$ cat src/hdl/pdpr_pkg.sv
// ----------------------------------------------------------------------------
// PWM dither pattern regulator package
// Shared types, constants and the dither mask table.
// ----------------------------------------------------------------------------
package pdpr_pkg;

   localparam int unsigned PATTERN_LEN = 16;
   localparam int unsigned SLOT_W      = $clog2(PATTERN_LEN);
   localparam int unsigned VALUE_W     = 12;
   localparam int unsigned BASE_W      = 8;
   localparam int unsigned DITHER_W    = 4;
   localparam int unsigned QUEUE_DEPTH = 2;
   localparam int unsigned QPTR_W      = $clog2(QUEUE_DEPTH);
   localparam int unsigned QCNT_W      = $clog2(QUEUE_DEPTH + 1);

   localparam logic [VALUE_W-1:0]  TARGET_MAX = 12'h0FF0;
   localparam logic [BASE_W-1:0]   BASE_MAX   = 8'hFF;
   localparam logic [DITHER_W-1:0] DITHER_MAX = 4'hF;
   localparam logic [SLOT_W-1:0]   SLOT_LAST  = SLOT_W'(PATTERN_LEN - 1);

   typedef enum logic {
      OP_LOAD    = 1'b0,
      OP_MEASURE = 1'b1
   } opcode_type;

   typedef struct packed {
      logic [BASE_W-1:0]      base;
      logic [PATTERN_LEN-1:0] row;
      logic                   adjusted;
   } pattern_desc_type;

   typedef struct packed {
      logic full;
      logic empty;
   } queue_status_type;

   function automatic logic [PATTERN_LEN-1:0] dither_row(input logic [DITHER_W-1:0] level);
      logic [PATTERN_LEN-1:0] row;
      case (level)
         4'd0:    row = 16'h0000;
         4'd1:    row = 16'h0001;
         4'd2:    row = 16'h0101;
         4'd3:    row = 16'h0421;
         4'd4:    row = 16'h1111;
         4'd5:    row = 16'h1249;
         4'd6:    row = 16'h2525;
         4'd7:    row = 16'h2A55;
         4'd8:    row = 16'h5555;
         4'd9:    row = 16'hD5AA;
         4'd10:   row = 16'hDADA;
         4'd11:   row = 16'hEDB6;
         4'd12:   row = 16'hEEEE;
         4'd13:   row = 16'hFBDE;
         4'd14:   row = 16'hFEFE;
         4'd15:   row = 16'hFFFE;
         default: row = 16'h0000;
      endcase
      return row;
   endfunction

endpackage

$ cat src/hdl/pdpr_front.sv
// ----------------------------------------------------------------------------
// PWM dither pattern regulator front end
// Accepts load and measurement words, updates the setpoint, queues a pattern.
// ----------------------------------------------------------------------------
module pdpr_front (
   input  logic                                   clock,
   input  logic                                   reset,
   input  logic                                   req_valid,
   output logic                                   req_stall,
   input  logic                                   req_opcode,
   input  logic [pdpr_pkg::VALUE_W-1:0]           req_value,
   input  pdpr_pkg::queue_status_type             q_status,
   output logic                                   push,
   output pdpr_pkg::pattern_desc_type             push_desc
);

   logic [pdpr_pkg::VALUE_W-1:0]  target_ff, target_in;
   logic [pdpr_pkg::BASE_W-1:0]   base_ff, base_in;
   logic [pdpr_pkg::DITHER_W-1:0] dither_ff, dither_in;
   logic [pdpr_pkg::VALUE_W-1:0]  sat_value;
   logic                          adjusted;

   assign req_stall = q_status.full;
   assign push      = req_valid && !q_status.full;

   always_comb begin
      target_in = target_ff;
      base_in   = base_ff;
      dither_in = dither_ff;
      adjusted  = 1'b0;
      sat_value = (req_value > pdpr_pkg::TARGET_MAX) ? pdpr_pkg::TARGET_MAX : req_value;
      if (pdpr_pkg::opcode_type'(req_opcode) == pdpr_pkg::OP_LOAD) begin
         target_in = sat_value;
         dither_in = sat_value[pdpr_pkg::DITHER_W-1:0];
         base_in   = sat_value[pdpr_pkg::VALUE_W-1:pdpr_pkg::DITHER_W];
      end else if (target_ff > req_value) begin
         adjusted = 1'b1;
         if (base_ff < pdpr_pkg::BASE_MAX) begin
            if (dither_ff == pdpr_pkg::DITHER_MAX) begin
               dither_in = '0;
               base_in   = base_ff + 1'b1;
            end else begin
               dither_in = dither_ff + 1'b1;
            end
         end
      end else if (target_ff < req_value) begin
         adjusted = 1'b1;
         if (dither_ff == '0) begin
            if (base_ff != '0) begin
               dither_in = pdpr_pkg::DITHER_MAX;
               base_in   = base_ff - 1'b1;
            end
         end else begin
            dither_in = dither_ff - 1'b1;
         end
      end
      push_desc.base     = base_in;
      push_desc.row      = pdpr_pkg::dither_row(dither_in);
      push_desc.adjusted = adjusted;
   end

   always_ff @(posedge clock) begin
      if (reset) begin
         target_ff <= '0;
         base_ff   <= '0;
         dither_ff <= '0;
      end else if (push) begin
         target_ff <= target_in;
         base_ff   <= base_in;
         dither_ff <= dither_in;
      end
   end

endmodule

$ cat src/hdl/pdpr_queue.sv
// ----------------------------------------------------------------------------
// PWM dither pattern regulator queue
// Short first-in first-out buffer of pattern descriptors.
// ----------------------------------------------------------------------------
module pdpr_queue (
   input  logic                        clock,
   input  logic                        reset,
   input  logic                        push,
   input  pdpr_pkg::pattern_desc_type  push_desc,
   input  logic                        pop,
   output pdpr_pkg::pattern_desc_type  head_desc,
   output pdpr_pkg::queue_status_type  q_status
);

   pdpr_pkg::pattern_desc_type        entry_ff [pdpr_pkg::QUEUE_DEPTH];
   logic [pdpr_pkg::QPTR_W-1:0]       wr_ptr_ff, wr_ptr_in;
   logic [pdpr_pkg::QPTR_W-1:0]       rd_ptr_ff, rd_ptr_in;
   logic [pdpr_pkg::QCNT_W-1:0]       count_ff, count_in;

   assign q_status.full  = (count_ff == pdpr_pkg::QCNT_W'(pdpr_pkg::QUEUE_DEPTH));
   assign q_status.empty = (count_ff == '0);
   assign head_desc      = entry_ff[rd_ptr_ff];

   always_comb begin
      wr_ptr_in = wr_ptr_ff;
      rd_ptr_in = rd_ptr_ff;
      count_in  = count_ff;
      if (push) begin
         wr_ptr_in = (wr_ptr_ff == pdpr_pkg::QPTR_W'(pdpr_pkg::QUEUE_DEPTH - 1))
                     ? '0 : wr_ptr_ff + 1'b1;
      end
      if (pop) begin
         rd_ptr_in = (rd_ptr_ff == pdpr_pkg::QPTR_W'(pdpr_pkg::QUEUE_DEPTH - 1))
                     ? '0 : rd_ptr_ff + 1'b1;
      end
      if (push && !pop) begin
         count_in = count_ff + 1'b1;
      end else if (pop && !push) begin
         count_in = count_ff - 1'b1;
      end
   end

   always_ff @(posedge clock) begin
      if (reset) begin
         wr_ptr_ff <= '0;
         rd_ptr_ff <= '0;
         count_ff  <= '0;
      end else begin
         wr_ptr_ff <= wr_ptr_in;
         rd_ptr_ff <= rd_ptr_in;
         count_ff  <= count_in;
      end
   end

   always_ff @(posedge clock) begin
      if (push) begin
         entry_ff[wr_ptr_ff] <= push_desc;
      end
   end

endmodule

$ cat src/hdl/pdpr_back.sv
// ----------------------------------------------------------------------------
// PWM dither pattern regulator back end
// Expands a queued descriptor into sixteen registered compare words.
// ----------------------------------------------------------------------------
module pdpr_back (
   input  logic                             clock,
   input  logic                             reset,
   input  pdpr_pkg::queue_status_type       q_status,
   input  pdpr_pkg::pattern_desc_type       head_desc,
   output logic                             pop,
   output logic                             rsp_valid,
   input  logic                             rsp_stall,
   output logic [pdpr_pkg::SLOT_W-1:0]      rsp_slot,
   output logic [pdpr_pkg::BASE_W-1:0]      rsp_compare_word,
   output logic                             rsp_last,
   output logic                             rsp_adjusted
);

   logic                              active_ff, active_in;
   logic [pdpr_pkg::SLOT_W-1:0]       slot_ff, slot_in;
   pdpr_pkg::pattern_desc_type        desc_ff, desc_in;
   logic                              rsp_valid_ff, rsp_valid_in;
   logic [pdpr_pkg::SLOT_W-1:0]       rsp_slot_ff, rsp_slot_in;
   logic [pdpr_pkg::BASE_W-1:0]       rsp_word_ff, rsp_word_in;
   logic                              rsp_last_ff, rsp_last_in;
   logic                              rsp_adj_ff, rsp_adj_in;
   logic                              out_free;
   logic                              emit;
   logic                              finish;
   logic [pdpr_pkg::BASE_W:0]         sum;

   assign out_free = !rsp_valid_ff || !rsp_stall;
   assign emit     = active_ff && out_free;
   assign finish   = emit && (slot_ff == pdpr_pkg::SLOT_LAST);
   assign pop      = !q_status.empty && (!active_ff || finish);
   assign sum      = {1'b0, desc_ff.base} + {{pdpr_pkg::BASE_W{1'b0}}, desc_ff.row[slot_ff]};

   always_comb begin
      active_in    = active_ff;
      slot_in      = slot_ff;
      desc_in      = desc_ff;
      rsp_valid_in = rsp_valid_ff;
      rsp_slot_in  = rsp_slot_ff;
      rsp_word_in  = rsp_word_ff;
      rsp_last_in  = rsp_last_ff;
      rsp_adj_in   = rsp_adj_ff;
      if (emit) begin
         slot_in      = slot_ff + 1'b1;
         rsp_valid_in = 1'b1;
         rsp_slot_in  = slot_ff;
         rsp_word_in  = sum[pdpr_pkg::BASE_W] ? pdpr_pkg::BASE_MAX
                                              : sum[pdpr_pkg::BASE_W-1:0];
         rsp_last_in  = (slot_ff == pdpr_pkg::SLOT_LAST);
         rsp_adj_in   = desc_ff.adjusted;
      end else if (!rsp_stall) begin
         rsp_valid_in = 1'b0;
      end
      if (finish) begin
         active_in = 1'b0;
      end
      if (pop) begin
         active_in = 1'b1;
         slot_in   = '0;
         desc_in   = head_desc;
      end
   end

   always_ff @(posedge clock) begin
      if (reset) begin
         active_ff    <= 1'b0;
         slot_ff      <= '0;
         rsp_valid_ff <= 1'b0;
      end else begin
         active_ff    <= active_in;
         slot_ff      <= slot_in;
         rsp_valid_ff <= rsp_valid_in;
      end
   end

   always_ff @(posedge clock) begin
      desc_ff     <= desc_in;
      rsp_slot_ff <= rsp_slot_in;
      rsp_word_ff <= rsp_word_in;
      rsp_last_ff <= rsp_last_in;
      rsp_adj_ff  <= rsp_adj_in;
   end

   assign rsp_valid        = rsp_valid_ff;
   assign rsp_slot         = rsp_slot_ff;
   assign rsp_compare_word = rsp_word_ff;
   assign rsp_last         = rsp_last_ff;
   assign rsp_adjusted     = rsp_adj_ff;

endmodule

$ cat src/hdl/pwm_dither_pattern_regulator_core.sv
// ----------------------------------------------------------------------------
// PWM dither pattern regulator core
// Holds a 12-bit setpoint as base and dither level and emits dither patterns.
// ----------------------------------------------------------------------------
//  channel  direction  handshake            payload
//  req      in         req_valid/req_stall  req_opcode, req_value
//  rsp      out        rsp_valid/rsp_stall  rsp_slot, rsp_compare_word,
//                                           rsp_last, rsp_adjusted
//
//  Each word in yields sixteen words out, one a cycle unless rsp_stall holds them,
//  from a registered output stage, so the sustained input rate is set by the
//  pattern expansion in the back end. Setpoint update takes place on the accept
//  edge; a two-entry descriptor queue lets up to two further words be taken
//  while a pattern drains. Reset is synchronous and clears setpoint, queue and
//  output valid. req_stall rises only when the queue is full.
// ----------------------------------------------------------------------------
module pwm_dither_pattern_regulator_core (
   input  logic                             clock,
   input  logic                             reset,
   input  logic                             req_valid,
   output logic                             req_stall,
   input  logic                             req_opcode,
   input  logic [pdpr_pkg::VALUE_W-1:0]     req_value,
   output logic                             rsp_valid,
   input  logic                             rsp_stall,
   output logic [pdpr_pkg::SLOT_W-1:0]      rsp_slot,
   output logic [pdpr_pkg::BASE_W-1:0]      rsp_compare_word,
   output logic                             rsp_last,
   output logic                             rsp_adjusted
);

   pdpr_pkg::queue_status_type  q_status;
   pdpr_pkg::pattern_desc_type  push_desc;
   pdpr_pkg::pattern_desc_type  head_desc;
   logic                        push;
   logic                        pop;

   pdpr_front u_front (
      .clock      (clock),
      .reset      (reset),
      .req_valid  (req_valid),
      .req_stall  (req_stall),
      .req_opcode (req_opcode),
      .req_value  (req_value),
      .q_status   (q_status),
      .push       (push),
      .push_desc  (push_desc)
   );

   pdpr_queue u_queue (
      .clock     (clock),
      .reset     (reset),
      .push      (push),
      .push_desc (push_desc),
      .pop       (pop),
      .head_desc (head_desc),
      .q_status  (q_status)
   );

   pdpr_back u_back (
      .clock            (clock),
      .reset            (reset),
      .q_status         (q_status),
      .head_desc        (head_desc),
      .pop              (pop),
      .rsp_valid        (rsp_valid),
      .rsp_stall        (rsp_stall),
      .rsp_slot         (rsp_slot),
      .rsp_compare_word (rsp_compare_word),
      .rsp_last         (rsp_last),
      .rsp_adjusted     (rsp_adjusted)
   );

endmodule

$ cat config.mk
export PLATFORM = sky130hd
export DESIGN_NAME = pwm_dither_pattern_regulator_core
export DESIGN_NICKNAME = d
export VERILOG_FILES = /design/src/hdl/pdpr_pkg.sv /design/src/hdl/pdpr_front.sv /design/src/hdl/pdpr_queue.sv /design/src/hdl/pdpr_back.sv /design/src/hdl/pwm_dither_pattern_regulator_core.sv
export SDC_FILE = /design/constraint.sdc
export NUM_CORES = 1
export LEC_CHECK = 0
export BUFFER_PORTS_ARGS = -buffer_cell sky130_fd_sc_hd__buf_2
export CAP_MARGIN = 15
export CORE_AREA = 2 2 126 128
export DETAILED_ROUTE_END_ITERATION = 7
export DIE_AREA = 0 0 128 130
export GPL_TIMING_DRIVEN = 0
export SKIP_CTS_REPAIR_TIMING = 1
export SLEW_MARGIN = 20
export SYNTH_ARGS = -nofsm -noshare
export SYNTH_HDL_FRONTEND = slang
export SYNTH_SLANG_ARGS = --single-unit
$ cat constraint.sdc
create_clock -name clock -period 3.4 [get_ports clock]
set_input_delay 0.34 -clock clock [delete_from_list [all_inputs] [get_ports clock]]
set_output_delay 0.34 -clock clock [all_outputs]
set_load 0.02 [all_outputs]
==> key figures <==
Synthesis
  – Post-synth cell types: 68
  – Register area share after synthesis: 0.533
  – Mean Syn Cell Area: 11.1 um2
  – FF+latch count, synth: 117
  – Ys flop type: edfxtp_1
  – Asr flop ratio synth: 0
  – Yosys Warn Count: 0
  – Syn Nets: 582
  – Syn Inst Count: 537
  – EDFF count, synth: 83
  – Syn Std Cell Area: 5950 um2

Critical path
  – Critical Path RT: 3.55 ns
  – Critical path type: reg -> reg
  – Worst setup SP type: register
  – CP peak stage delay: 0.32 ns
  – CP Capture Type: register
  – Crit path buf inv count: 3
  – CP max stage cell: ha_1
  – Data arrival, critical path: 3.36 ns
  – CP max FO: 10
  – Critical path, cell by cell: ha_1 > nand4_1 > a211o_1 > and3_1 > buf_4 > buf_2 > o21ai_0 > o21ai_2 > buf_4 > ha_1 > mux2i_1 > nor2_1 > a31o_1
  – CP delay by family, top: compound AO/OA/AOI/OAI gates

STA
  – Worst-margin pin slew: 0.933 ns
  – Final count of hold timing violations: 0
  – Slew HR: 0.378
  – Worst Skew: 0.00866 ns
  – Min Hold Slack: 0.173 ns
  – Final min period: 3.21 ns
  – Final setup margin: 0.193 ns
  – Final setup fails: 0
  – Final Max Tran Viols: 0
  – Fmax: 0.312 GHz
  – RSZ-0062 raised after global routing: no
  – Crit share post-route: 0.943

Floorplanning
  – Die X: 128 um
  – # rows: 46
  – Full die area: 16600 um2
  – Top Ports: 33
  – Core box area: 15400 um2
  – Die height: 130 um
  – Starting Density: 0.386

Detailed routing
  – Iter 0 DRT Violations: 291
  – Vias/cell: 5.20
  – DRC: 0
  – WL/cell: 15.5 um
  – Detail Route Antenna Nets: 0
  – WL final: 12.4 mm
  – Router iterations before antenna repair: 4
  – Via count: 4152

Clock network
  – Clock Tree Root: clkbuf_16
  – Clock buffer depth: 2
  – CTS tree: built
  – Clk slew on worst S/H paths: 0.05 ns
  – Clock sinks: 117
  – H-tree depth: 4
  – CTS Buf Count: 17
  – Clk_lat worst skew: 0.41 ns

Placed design
  – Dpl cell area: 6360 um2
  – Dpl ws: -0.0818 ns
  – RePlAce Congestion: 0.871
  – Detailed Place HPWL: 8.93 mm
  – Port Buffers: 32

Job
  – Max-cap violations: 0

Global route
  – Vias in the first global route: 4060
  – Largest net degree at the start of global routing: 24
  – Total GRT Usage: 0.159
  – First-pass GRT wire length: 20.3 mm
  – Initial antenna violation count: 0
  – Gr ovfl total: 0

Hold path
  – Worst min path class: in -> reg

Run status
  – Status: finished clean

Power and ir drop
  – Tot Pwr: 5410 uW
  – Power Density: 777 nW/um2
  – VDD IR max: 0.391 mV
  – P_leak: 0.00267 uW

Final layout
  – Final core occ: 0.452
  – Commonest cells after routing, fill and taps aside: edfxtp_1, nand2_1, nor2_1
  – Area grow syn2layout: 17.1%
  – # diodes: 0
  – Nets: 639
  – Post-route cell area: 6970 um2
  – Commonest non-fill, non-tap cell in the layout: edfxtp_1
  – Share of cells above drive strength 1: 0.214
final timing paths:
kind | from | endpoint | cells past startpoint | slack [ns]
worst min register to register | u_back.desc_ff[0] | u_back.rsp_adjusted | 0 | 0.42
worst min-delay path | rsp_stall | u_back.rsp_valid | 3 | 0.17
worst max register to register | u_front.target_ff[11] | u_queue.entry_ff[0][6] | 13 | 0.19
worst max-delay path | u_front.target_ff[11] | u_queue.entry_ff[0][6] | 13 | 0.19
worst register-to-register path: stages (launching register included):
cell and delay (ns):
dfxtp_1 0.31, ha_1 0.32, nand4_1 0.20, a211o_1 0.32, and3_1 0.18, buf_4 0.18, buf_2 0.21, o21ai_0 0.25
o21ai_2 0.12, buf_4 0.17, ha_1 0.22, mux2i_1 0.17, nor2_1 0.08, a31o_1 0.21
layer usage:
| metal | GRT usage | routed length [um] |
|---|---|---|
| met5 | 0 | 0 |
| met4 | 0.0718 | 243 |
| met3 | 0.0353 | 442 |
| met2 | 0.259 | 5880 |
| met1 | 0.205 | 5830 |
sequential cells by signal (all words and copies together) (netlist names), 4 cells and up:
signal	count
u_back.rsp_slot	4
u_back.desc_ff	23
u_back.slot_ff	4
u_queue.entry_ff	46
u_back.rsp_compare_word	8
u_front.target_ff	12
u_front.dither_ff	4
u_front.base_ff	8
final cells by class:
| class | instances | area [um2] |
|---|---|---|
| multi-input cells | 366 | 2550 |
| flip-flops and latches | 117 | 3170 |
| clock buffers | 22 | 464 |
| inverters | 28 | 105 |
| clock inverters | 10 | 82.6 |
| fillers | 1422 | 8450 |
| plain buffers | 26 | 143 |
| well taps | 192 | 240 |
| repair buffers | 38 | 209 |
Yosys cell counts (4+ instances only):
cell / count / area [um2]
nand3_1: 16 / 80.1
nand2_1: 58 / 218
dfxtp_1: 34 / 681
mux2i_1: 6 / 60.1
nor3_1: 11 / 55.1
edfxtp_1: 83 / 2490
or3_1: 4 / 25.0
ha_1: 28 / 350
buf_2: 7 / 35.0
a21oi_1: 29 / 145
o21ai_0: 18 / 90.1
and3_1: 9 / 56.3
nand2b_1: 7 / 43.8
mux4_2: 5 / 113
a31oi_1: 5 / 31.3
clkbuf_1: 11 / 41.3
nor2_1: 56 / 210
mux2_2: 25 / 282
inv_1: 26 / 97.6
xor2_1: 8 / 70.1
xnor2_1: 9 / 78.8
a22oi_1: 6 / 45.0
o21a_1: 6 / 45.0
nand4_1: 8 / 50.1
cell families after synthesis:
group	count (synthesis)	synth area share
compound gates	96	0.111
xor+xnor	17	0.0250
fa+ha+maj	28	0.0588
buf+inv	54	0.0412
flops	117	0.533
mux	38	0.0809
simple gates	187	0.150
metrics by stage:
stage | std cells | TNS [ns]
6_report | 799 | 0
5_1_grt | 799 | 0
4_1_cts | 793 | 0
3_5_place_dp | 761 | -0.577
3_3_place_gp | 761 | -0.327
2_1_floorplan | 537 | 0
report_power, final:
part           switching [uW]  internal, uW  total (uW)  leakage, uW
combinational             945           641        1590      0.00135
sequential                142          2060        2200      0.00106
clock                     596          1030        1630     0.000257
Power figures use the tool's default switching activity.
